**src/sv/cannon_block_matrix_multiply_unit_macros.svh**
```systemverilog
// Assertion macros shared by the Cannon matrix multiply unit.
// Depends on nothing; included by the modules that carry assertions.
`ifndef CANNON_BLOCK_MATRIX_MULTIPLY_UNIT_MACROS_SVH
`define CANNON_BLOCK_MATRIX_MULTIPLY_UNIT_MACROS_SVH

// Same-cycle implication, checked out of reset
`define CBMM_ASSERT_IMP(lbl, clk, rst_n, ante, cons) \
    lbl: assert property (@(posedge clk) disable iff (!(rst_n)) (ante) |-> (cons)) \
        else $error("same-cycle implication violated");

// Next-cycle implication, checked out of reset
`define CBMM_ASSERT_NXT(lbl, clk, rst_n, ante, cons) \
    lbl: assert property (@(posedge clk) disable iff (!(rst_n)) (ante) |=> (cons)) \
        else $error("next-cycle implication violated");

`endif

```
**src/sv/cbmm_pkg.sv**
```systemverilog
// Shared types and constants of the Cannon matrix multiply unit.
// Used by the controller, the datapath and the top level.
package cbmm_pkg;

    // Element stores are 8 x 8, indexed {row, col}
    localparam int IDX_W  = 3;
    localparam int ADDR_W = 2 * IDX_W;
    localparam int ELEM_W = 16;
    localparam int PROD_W = 32;
    localparam int ACC_W  = 40;

    // Request codes
    localparam logic [1:0] REQ_LOAD_A   = 2'd0;
    localparam logic [1:0] REQ_LOAD_B   = 2'd1;
    localparam logic [1:0] REQ_LOAD_ACC = 2'd2;
    localparam logic [1:0] REQ_COMPUTE  = 2'd3;

    // Commands from controller to datapath
    typedef struct packed {
        logic                     wr_a;
        logic                     wr_b;
        logic                     wr_acc;
        logic [ADDR_W-1:0]        wr_addr;
        logic signed [ELEM_W-1:0] wr_value;
        logic                     issue;
        logic                     first;
        logic [ADDR_W-1:0]        a_addr;
        logic [ADDR_W-1:0]        b_addr;
        logic [ADDR_W-1:0]        acc_addr;
        logic                     clear_acc;
    } t_cmd;

    // Status from datapath to controller
    typedef struct packed {
        logic busy;
    } t_sts;

endpackage

```
**src/sv/cbmm_dp.sv**
```systemverilog
// Datapath: A, B and accumulator stores, multiply pipeline and saturating accumulator.
// Depends on cbmm_pkg; driven by cbmm_ctrl through t_cmd.
module cbmm_dp
    import cbmm_pkg::*;
(
    input  logic                    i_clk,
    input  logic                    i_rst_n,
    input  t_cmd                    i_cmd,
    output t_sts                    o_sts,
    output logic signed [ACC_W-1:0] o_acc,
    output logic                    o_sat
);

    localparam int DEPTH = 1 << ADDR_W;

    logic signed [ELEM_W-1:0] a_mem [DEPTH];
    logic signed [ELEM_W-1:0] b_mem [DEPTH];
    logic signed [ACC_W-1:0]  acc_mem [DEPTH];
    logic [DEPTH-1:0]         r_acc_vld;

    logic signed [ELEM_W-1:0] r_a_q;
    logic signed [ELEM_W-1:0] r_b_q;
    logic signed [ACC_W-1:0]  r_acc_q;
    logic                     r_p1_vld;
    logic                     r_p1_first;
    logic signed [PROD_W-1:0] r_prod;
    logic                     r_p2_vld;
    logic                     r_p2_first;
    logic signed [ACC_W-1:0]  r_acc;
    logic                     r_sat;

    logic signed [ACC_W-1:0]  base;
    logic signed [ACC_W:0]    sum;
    logic signed [ACC_W-1:0]  n_acc;
    logic                     ovf;

    // A store: write on load, read registered
    always_ff @(posedge i_clk) begin
        if (i_cmd.wr_a) begin
            a_mem[i_cmd.wr_addr] <= i_cmd.wr_value;
        end
        r_a_q <= a_mem[i_cmd.a_addr];
    end

    // B store: write on load, read registered
    always_ff @(posedge i_clk) begin
        if (i_cmd.wr_b) begin
            b_mem[i_cmd.wr_addr] <= i_cmd.wr_value;
        end
        r_b_q <= b_mem[i_cmd.b_addr];
    end

    // Accumulator store: value scaled to Q32.8, read at the first product of an element
    always_ff @(posedge i_clk) begin
        if (i_cmd.wr_acc) begin
            acc_mem[i_cmd.wr_addr] <= {{(ACC_W-ELEM_W-8){i_cmd.wr_value[ELEM_W-1]}},
                                       i_cmd.wr_value, 8'b0};
        end
        if (i_cmd.issue && i_cmd.first) begin
            r_acc_q <= r_acc_vld[i_cmd.acc_addr] ? acc_mem[i_cmd.acc_addr] : '0;
        end
    end

    // Valid bits: an entry not valid reads as zero
    always_ff @(posedge i_clk) begin
        if (!i_rst_n || i_cmd.clear_acc) begin
            r_acc_vld <= '0;
        end else if (i_cmd.wr_acc) begin
            r_acc_vld[i_cmd.wr_addr] <= 1'b1;
        end
    end

    // Pipeline control: read stage, then multiply stage
    always_ff @(posedge i_clk) begin
        if (!i_rst_n) begin
            r_p1_vld <= 1'b0;
            r_p2_vld <= 1'b0;
        end else begin
            r_p1_vld <= i_cmd.issue;
            r_p2_vld <= r_p1_vld;
        end
    end

    // Multiply the registered operands
    always_ff @(posedge i_clk) begin
        r_p1_first <= i_cmd.first;
        r_p2_first <= r_p1_first;
        r_prod     <= r_a_q * r_b_q;
    end

    // Saturating add of the product
    always_comb begin
        base  = r_p2_first ? r_acc_q : r_acc;
        sum   = {base[ACC_W-1], base} + {{(ACC_W+1-PROD_W){r_prod[PROD_W-1]}}, r_prod};
        ovf   = sum[ACC_W] != sum[ACC_W-1];
        n_acc = sum[ACC_W-1:0];
        if (ovf) begin
            n_acc = sum[ACC_W] ? {1'b1, {(ACC_W-1){1'b0}}} : {1'b0, {(ACC_W-1){1'b1}}};
        end
    end

    // Accumulate; the saturation flag is sticky within an element
    always_ff @(posedge i_clk) begin
        if (r_p2_vld) begin
            r_acc <= n_acc;
            r_sat <= ovf || (!r_p2_first && r_sat);
        end
    end

    assign o_sts.busy = r_p1_vld || r_p2_vld;
    assign o_acc      = r_acc;
    assign o_sat      = r_sat;

endmodule

```
**src/sv/cbmm_ctrl.sv**
```systemverilog
// Controller: input handshake, Cannon step sequencing and result transfer.
// Depends on cbmm_pkg and the assertion macros; drives cbmm_dp through t_cmd.
`include "cannon_block_matrix_multiply_unit_macros.svh"
module cbmm_ctrl
    import cbmm_pkg::*;
#(
    parameter int BLOCK_EDGE      = 4,
    parameter int BLOCKS_PER_SIDE = 2
) (
    input  logic                     i_clk,
    input  logic                     i_rst_n,
    input  logic                     i_valid,
    output logic                     o_stall,
    input  logic [1:0]               i_req_type,
    input  logic [IDX_W-1:0]         i_row,
    input  logic [IDX_W-1:0]         i_col,
    input  logic signed [ELEM_W-1:0] i_value,
    output logic                     o_valid,
    input  logic                     i_stall,
    output logic [IDX_W-1:0]         o_out_row,
    output logic [IDX_W-1:0]         o_out_col,
    output logic                     o_last,
    output t_cmd                     o_cmd,
    input  t_sts                     i_sts
);

    localparam int DIM_RAW = BLOCK_EDGE * BLOCKS_PER_SIDE;
    localparam int DIM     = (DIM_RAW > (1 << IDX_W)) ? (1 << IDX_W) : DIM_RAW;
    localparam logic [IDX_W-1:0] DIM_M1 = IDX_W'(DIM - 1);
    localparam logic [IDX_W-1:0] BE_M1  = IDX_W'(BLOCK_EDGE - 1);
    localparam logic [IDX_W-1:0] BC_M1  = IDX_W'(BLOCKS_PER_SIDE - 1);
    localparam logic [IDX_W+1:0] BC_EXT = (IDX_W+2)'(BLOCKS_PER_SIDE);
    localparam logic [2*IDX_W-1:0] BE_EXT = (2*IDX_W)'(BLOCK_EDGE);

    localparam logic [1:0] ST_IDLE  = 2'd0;
    localparam logic [1:0] ST_MAC   = 2'd1;
    localparam logic [1:0] ST_DRAIN = 2'd2;
    localparam logic [1:0] ST_EMIT  = 2'd3;

    logic [1:0]       r_state, n_state;
    logic [IDX_W-1:0] r_row, n_row, r_col, n_col;
    logic [IDX_W-1:0] r_bi, n_bi, r_bj, n_bj;
    logic [IDX_W-1:0] r_ri, n_ri, r_ci, n_ci;
    logic [IDX_W-1:0] r_s, n_s, r_k, n_k;

    logic             in_xfer;
    logic             out_xfer;
    logic             last_elem;
    logic [IDX_W+1:0] blk_sum, blk_red1, blk_red2;
    logic [IDX_W-1:0] blk;
    logic [2*IDX_W-1:0] m_full;
    logic [IDX_W-1:0] m_idx;

    assign in_xfer   = i_valid && !o_stall;
    assign out_xfer  = o_valid && !i_stall;
    assign last_elem = (r_row == DIM_M1) && (r_col == DIM_M1);

    // Block index of this step: (bi + bj + s) mod BLOCKS_PER_SIDE, all terms below it
    always_comb begin
        blk_sum  = (IDX_W+2)'(r_bi) + (IDX_W+2)'(r_bj) + (IDX_W+2)'(r_s);
        blk_red1 = (blk_sum >= BC_EXT) ? blk_sum - BC_EXT : blk_sum;
        blk_red2 = (blk_red1 >= BC_EXT) ? blk_red1 - BC_EXT : blk_red1;
        blk      = blk_red2[IDX_W-1:0];
        m_full   = (2*IDX_W)'(blk) * BE_EXT + (2*IDX_W)'(r_k);
        m_idx    = m_full[IDX_W-1:0];
    end

    // Next state and counters
    always_comb begin
        n_state = r_state;
        n_row = r_row; n_col = r_col;
        n_bi  = r_bi;  n_bj  = r_bj;
        n_ri  = r_ri;  n_ci  = r_ci;
        n_s   = r_s;   n_k   = r_k;
        case (r_state)
            ST_IDLE: begin
                if (in_xfer && i_req_type == REQ_COMPUTE) begin
                    n_state = ST_MAC;
                end
            end
            ST_MAC: begin
                if (r_k == BE_M1) begin
                    n_k = '0;
                    if (r_s == BC_M1) begin
                        n_s     = '0;
                        n_state = ST_DRAIN;
                    end else begin
                        n_s = r_s + 1'b1;
                    end
                end else begin
                    n_k = r_k + 1'b1;
                end
            end
            ST_DRAIN: begin
                if (!i_sts.busy) begin
                    n_state = ST_EMIT;
                end
            end
            ST_EMIT: begin
                if (out_xfer) begin
                    if (r_col == DIM_M1) begin
                        n_col = '0; n_ci = '0; n_bj = '0;
                        if (r_row == DIM_M1) begin
                            n_row = '0; n_ri = '0; n_bi = '0;
                        end else begin
                            n_row = r_row + 1'b1;
                            if (r_ri == BE_M1) begin
                                n_ri = '0;
                                n_bi = r_bi + 1'b1;
                            end else begin
                                n_ri = r_ri + 1'b1;
                            end
                        end
                    end else begin
                        n_col = r_col + 1'b1;
                        if (r_ci == BE_M1) begin
                            n_ci = '0;
                            n_bj = r_bj + 1'b1;
                        end else begin
                            n_ci = r_ci + 1'b1;
                        end
                    end
                    n_state = last_elem ? ST_IDLE : ST_MAC;
                end
            end
            default: begin
                n_state = ST_IDLE;
            end
        endcase
    end

    // Hold state and counters
    always_ff @(posedge i_clk) begin
        if (!i_rst_n) begin
            r_state <= ST_IDLE;
            r_row <= '0; r_col <= '0;
            r_bi  <= '0; r_bj  <= '0;
            r_ri  <= '0; r_ci  <= '0;
            r_s   <= '0; r_k   <= '0;
        end else begin
            r_state <= n_state;
            r_row <= n_row; r_col <= n_col;
            r_bi  <= n_bi;  r_bj  <= n_bj;
            r_ri  <= n_ri;  r_ci  <= n_ci;
            r_s   <= n_s;   r_k   <= n_k;
        end
    end

    // Commands to the datapath
    always_comb begin
        o_cmd           = '0;
        o_cmd.wr_addr   = {i_row, i_col};
        o_cmd.wr_value  = i_value;
        o_cmd.wr_a      = in_xfer && i_req_type == REQ_LOAD_A;
        o_cmd.wr_b      = in_xfer && i_req_type == REQ_LOAD_B;
        o_cmd.wr_acc    = in_xfer && i_req_type == REQ_LOAD_ACC;
        o_cmd.issue     = r_state == ST_MAC;
        o_cmd.first     = (r_s == '0) && (r_k == '0);
        o_cmd.a_addr    = {r_row, m_idx};
        o_cmd.b_addr    = {m_idx, r_col};
        o_cmd.acc_addr  = {r_row, r_col};
        o_cmd.clear_acc = out_xfer && last_elem;
    end

    assign o_stall   = r_state != ST_IDLE;
    assign o_valid   = r_state == ST_EMIT;
    assign o_out_row = r_row;
    assign o_out_col = r_col;
    assign o_last    = last_elem;

    `CBMM_ASSERT_IMP(a_emit_drained, i_clk, i_rst_n, o_valid, !i_sts.busy && o_stall)
    `CBMM_ASSERT_NXT(a_last_to_idle, i_clk, i_rst_n, out_xfer && last_elem,
                     r_state == ST_IDLE && !o_stall)
    `CBMM_ASSERT_NXT(a_more_to_mac, i_clk, i_rst_n, out_xfer && !last_elem,
                     r_state == ST_MAC && o_cmd.first)
    `CBMM_ASSERT_IMP(a_no_load_in_run, i_clk, i_rst_n, o_cmd.issue,
                     !o_cmd.wr_a && !o_cmd.wr_b && !o_cmd.wr_acc)

endmodule

```
**src/sv/cannon_block_matrix_multiply_unit.sv**
```systemverilog
// Cannon block matrix multiply unit: the top level.
// Depends on cbmm_pkg, cbmm_ctrl and cbmm_dp.
//
// Input channel (i_valid / o_stall): each transfer carries a request. Load A,
// load B and load accumulator write one element at (row, col); while o_stall
// is low, loads stream at one per cycle and produce no result. A compute request
// forms C = acc + A*B over the BLOCK_EDGE*BLOCKS_PER_SIDE matrix (edge capped
// at 8) in Cannon order and raises o_stall until its last result is taken.
// Output channel (o_valid / i_stall): results come in row order, one per
// element, with o_last on the final one. For each element, products issue
// one per cycle through the single shared multiplier into the read,
// multiply and accumulate pipeline, and the result is presented once the
// pipeline has drained. A stall holds the result and pauses the sequence.
// After the last result the accumulator store reads as zero again.
// Reset clears the controller and the accumulator store; the A and B stores
// hold nothing defined until written.
module cannon_block_matrix_multiply_unit
    import cbmm_pkg::*;
#(
    parameter int BLOCK_EDGE      = 4,
    parameter int BLOCKS_PER_SIDE = 2
) (
    input  logic                     i_clk,
    input  logic                     i_rst_n,
    input  logic                     i_valid,
    output logic                     o_stall,
    input  logic [1:0]               i_req_type,
    input  logic [IDX_W-1:0]         i_row,
    input  logic [IDX_W-1:0]         i_col,
    input  logic signed [ELEM_W-1:0] i_value,
    output logic                     o_valid,
    input  logic                     i_stall,
    output logic [IDX_W-1:0]         o_out_row,
    output logic [IDX_W-1:0]         o_out_col,
    output logic signed [ACC_W-1:0]  o_out_value,
    output logic                     o_saturated,
    output logic                     o_last
);

    t_cmd cmd;
    t_sts sts;

    // Sequencer and handshakes
    cbmm_ctrl #(
        .BLOCK_EDGE      (BLOCK_EDGE),
        .BLOCKS_PER_SIDE (BLOCKS_PER_SIDE)
    ) u_ctrl (
        .i_clk      (i_clk),
        .i_rst_n    (i_rst_n),
        .i_valid    (i_valid),
        .o_stall    (o_stall),
        .i_req_type (i_req_type),
        .i_row      (i_row),
        .i_col      (i_col),
        .i_value    (i_value),
        .o_valid    (o_valid),
        .i_stall    (i_stall),
        .o_out_row  (o_out_row),
        .o_out_col  (o_out_col),
        .o_last     (o_last),
        .o_cmd      (cmd),
        .i_sts      (sts)
    );

    // Stores and arithmetic
    cbmm_dp u_dp (
        .i_clk   (i_clk),
        .i_rst_n (i_rst_n),
        .i_cmd   (cmd),
        .o_sts   (sts),
        .o_acc   (o_out_value),
        .o_sat   (o_saturated)
    );

endmodule
```
**config.mk**
```make
export PLATFORM = sky130hd
export DESIGN_NAME = cannon_block_matrix_multiply_unit
export DESIGN_NICKNAME = d
export VERILOG_FILES = /design/src/sv/cbmm_pkg.sv /design/src/sv/cbmm_dp.sv /design/src/sv/cbmm_ctrl.sv /design/src/sv/cannon_block_matrix_multiply_unit.sv
export VERILOG_INCLUDE_DIRS = /design/src /design/src/sv
export SDC_FILE = /design/constraint.sdc
export NUM_CORES = 2
export LEC_CHECK = 0
export ABC_AREA = 0
export BUFFER_PORTS_ARGS = -buffer_cell sky130_fd_sc_hd__buf_2
export CORE_UTILIZATION = 40
export CTS_BUF_LIST = sky130_fd_sc_hd__clkbuf_8
export DETAILED_ROUTE_END_ITERATION = 7
export GPL_TIMING_DRIVEN = 1
export PLACE_DENSITY = 0.56
export SLEW_MARGIN = 20
export SYNTH_ARGS = -nofsm -noshare
export SYNTH_HDL_FRONTEND = slang
export SYNTH_MEMORY_MAX_BITS = 65536
export SYNTH_SLANG_ARGS = --single-unit
```
**constraint.sdc**
```tcl
create_clock -name i_clk -period 5.67 [get_ports i_clk]
set_input_delay 1.134 -clock i_clk [delete_from_list [all_inputs] [get_ports i_clk]]
set_output_delay 1.134 -clock i_clk [all_outputs]
set_load 0.1 [all_outputs]
```
==> impl_metrics.json <==
{
  "hold_path_depth": 1,
  "async_reset_ff_frac": 0,
  "synth_fp_nets": 7035,
  "cp_common_cell": "fa_1",
  "relSlewSlack": 0.165,
  "drt-total-wl_um": 356000,
  "stdcell_count": 12300,
  "drc": 33,
  "cp_slowest_cell": "fa_1",
  "start_util": 0.402,
  "drive_gt1_frac": 0.309,
  "routabilityCongestion": 0.829,
  "die_w_um": 587,
  "cts-buffers-inserted": 560,
  "synth_warnings": 0,
  "layout.nets": 7789,
  "hpwl_um": 218000,
  "cp_top_family": "adder cells",
  "setup_ws_ns": -0.0254,
  "crit_path_start_kind": "flip-flop",
  "yosys.cell_types.count": 76,
  "synth_area_leaders": "edfxtp_1 69%, mux4_2 17%, fa_1 3.9%",
  "cts_tree": "built",
  "worst_slew_pin_slew_ns": 1.25,
  "clock_latency_ns": 1.16,
  "worst_hold_path_type": "input pin to flip-flop",
  "cts.path.max_buffers": 4,
  "rows": 214,
  "grt_pass1_wl_um": 511000,
  "hold_violations": 0,
  "area.growth.synth_to_final_pct": 14.1,
  "clock_skew_ns": 0.0650,
  "syn_inst": 6609,
  "drt-vias-per-instance": 5.50,
  "drtPass1Iterations": 8,
  "die-area_um2": 344000,
  "whs_endpoint": "u_dp.b_mem[56][10]",
  "arrival_ns": 6.74,
  "critical_path.cell_chain": "and2_4 -> fa_1 -> inv_2 -> fa_1 -> inv_2 -> fa_1 -> fa_1 -> fa_1 -> inv_2 -> fa_1 -> inv_2 -> ha_4 -> nand3_4 -> nor2_4 -> nand2_1 -> or3_4 -> nand3_4 -> a2111oi_4 -> or3_4 -> buf_6 -> xnor2_1",
  "core_um2": 340000,
  "max_freq_mhz": 176,
  "period_share": 1.00,
  "clkTransAtPathRegs_ns": 0.06,
  "synth_ff_type": "edfxtp_1",
  "worst-path-max-fanout": 5,
  "grt_overflow": 0,
  "grt_max_degree": 181,
  "dp_cells": 11300,
  "ant_nets": 0,
  "cp-end-kind": "flip-flop",
  "r2r_end": "u_dp.r_prod[28]",
  "numPortBuffers": 77,
  "synth-edff-count": 3129,
  "yosys.area.top_type": "edfxtp_1",
  "rsz0062_at_grt": "yes",
  "first_iter_violations": 6252,
  "fin_crit_ns": 5.70,
  "maxSlewViolCount": 0,
  "slowest_delay_ns": 0.56,
  "grt_pass1_vias": 70800,
  "htreeDepth": 6,
  "r2r_start": "u_dp.r_a_q[6]",
  "status": "complete, but fails checks",
  "violations": "DRC, setup timing",
  "dieHeight_um": 587,
  "worstSetupPathType": "flip-flop to flip-flop",
  "path_buf_inv": 5,
  "antenna_found_initial": 30,
  "hold_path.startpoint": "i_value[10]",
  "reg2reg_slack_ns": -0.03,
  "avgRoutedWirePerCell_um": 28.9,
  "max_cap_viol_count": 0,
  "syn_avg_cell_area_um2": 20.7,
  "synthDominantCellAreaShare": 0.688,
  "num_io_pins": 78,
  "reg2regPathDepth": 21,
  "ys_seq_area_frac": 0.710,
  "grt.total_usage": 0.206,
  "synth-seq-cells": 3283,
  "setup_violations": 2,
  "num_vias": 67900,
  "cts_root_buf": "clkbuf_8",
  "required_ns": 6.72,
  "netlist_area_um2": 137000,
  "tritoncts_num_sinks": 3283
}
-- cell usage in the layout, fill, tap and decap left out, types with 10 or more instances in the layout --
master      count
nor2_1        194
o21ai_0        79
a211oi_1       16
nand3_1        20
clkinv_2       33
clkinvlp_4     16
a21oi_1        75
xor2_1         22
inv_6          17
clkbuf_8      569
o21a_1         83
mux2_2         16
a21o_1         21
inv_2          10
buf_12         31
nor3_1         14
buf_2          61
fa_2           11
dfxtp_4        21
a31oi_1        17
nor2_2         57
and2_1        141
buf_4         403
ha_1          124
mux4_2       1019
dfxtp_1       124
nor2b_1        40
ha_4           10
inv_1         530
nand2b_1       16
edfxtp_1     3129
xnor2_1        44
diode_2        14
clkinv_1      117
nand2_1       213
fa_1          252
buf_6          28
-- flip-flops by register name (all words and copies together), names as in the netlist, 16 cells and up --
name	count
u_dp.b_mem	1024
u_dp.a_mem	1024
u_dp.r_prod	32
u_dp.r_acc_q	16
u_dp.acc_mem	1024
u_dp.o_acc	40
u_dp.r_a_q	16
u_dp.r_b_q	16
u_dp.r_acc_vld	64
-- synth_stat cells (4+ instances only) --
| library cell | instances |
|---|---|
| nand2_1 | 216 |
| buf_6 | 9 |
| o211ai_1 | 4 |
| and2_1 | 146 |
| xnor2_1 | 46 |
| edfxtp_1 | 3129 |
| nand3_1 | 24 |
| o21bai_1 | 9 |
| nor2b_1 | 40 |
| nor3b_1 | 8 |
| mux4_2 | 1019 |
| buf_1 | 29 |
| ha_1 | 135 |
| a21boi_0 | 9 |
| o311ai_0 | 5 |
| a211oi_1 | 16 |
| inv_1 | 338 |
| or2_2 | 4 |
| buf_2 | 83 |
| xor2_1 | 22 |
| buf_4 | 15 |
| and3_1 | 10 |
| or3_1 | 12 |
| a2111oi_0 | 4 |
| a21oi_1 | 82 |
| a31oi_1 | 18 |
| nand4_1 | 9 |
| dfxtp_1 | 154 |
| a21o_1 | 21 |
| nand3b_1 | 6 |
| fa_1 | 263 |
| clkbuf_1 | 196 |
| o21ai_0 | 83 |
| nand2b_1 | 16 |
| nor2_1 | 252 |
| mux2_2 | 16 |
| o21a_1 | 85 |
| nor3_1 | 15 |
| mux2i_1 | 8 |
-- stage by stage --
| step | hold WS, ns | util | cell area [µm²] | setup WS [ns] | TNS (ns) |
|---|---|---|---|---|---|
| finish | 0.265 | 0.459 | 156000 | -0.0254 | -0.0295 |
| floorplan | 0.310 | - | 137000 | -0.00459 | -0.00459 |
| global placement | 0.317 | 0.428 | 145000 | -0.348 | -1.58 |
| CTS | 0.155 | 0.458 | 156000 | -0.0285 | -0.0285 |
| detailed placement | 0.314 | 0.428 | 145000 | -0.411 | -2.08 |
| global route | 0.197 | 0.459 | 156000 | -0.188 | -0.936 |
-- metal layers --
metal	up-vias	share of wire	wire length, µm	track usage
li1	28200	-	-	-
met2	2340	0.49	176000	0.341
met4	8	0.021	7610	0.0493
met1	36800	0.42	151000	0.286
met3	498	0.062	22100	0.0329
met5	-	0.00013	45	0
-- how the worst max path moves through the flow --
| stage | startpoint | end | cells after the start |
|---|---|---|---|
| after global placement | u_dp.r_b_q[4] | u_dp.r_prod[31] | 20 |
| after floorplan | u_dp.r_b_q[1] | u_dp.r_prod[31] | 20 |
| final | u_dp.r_a_q[6] | u_dp.r_prod[28] | 21 |
| after global routing | u_dp.r_a_q[6] | u_dp.r_prod[28] | 21 |
| after detailed placement | u_dp.r_a_q[9] | u_dp.r_prod[30] | 18 |
| after CTS | u_dp.r_b_q[4] | u_dp.r_prod[31] | 21 |
-- layout make-up --
type / instances / area, µm²
clock inverters: 415 / 2160
flip-flops and latches: 3283 / 97100
clock buffers: 569 / 7830
diodes: 14 / 35.0
fillers: 28600 / 184000
inverters: 340 / 1280
multi-input cells: 2654 / 37500
well taps: 4536 / 5680
repair buffers: 524 / 4280
-- worst register-to-register path: stages (launching register included) --
cell and delay, ns:
dfxtp_4 0.36, and2_4 0.16, fa_1 0.55, inv_2 0.04, fa_1 0.53, inv_2 0.05, fa_1 0.56, fa_1 0.44
fa_1 0.53, inv_2 0.04, fa_1 0.52, inv_2 0.05, ha_4 0.28, nand3_4 0.07, nor2_4 0.12, nand2_1 0.07
or3_4 0.42, nand3_4 0.10, a2111oi_4 0.08, or3_4 0.42, buf_6 0.12, xnor2_1 0.10
-- logic make-up (layout without fill, tap and decap cells) --
logic type               after synthesis  count (layout)  share of synthesized area
XOR/XNOR                              69              69                    0.00448
AND/OR/NAND/NOR                      774             774                     0.0269
buffers and inverters                672            1848                     0.0201
AO/OA/AOI/OAI                        370             370                     0.0177
other                                  0              14                          0
flip-flops                          3283            3283                      0.710
multiplexers                        1043            1043                      0.170
adder cells (fa/ha/maj)              398             398                     0.0509
-- repair_timing --
action	CTS	global route
endpoints found under the setup margin	10	15
setup buffers	2	7
hold buffers	0	0
gates resized for setup	78	57
pin swaps	35	41
Power is left out: the tool's default activity adds up to more than one toggle a clock period on the data nets, which glitch-free logic cannot reach.
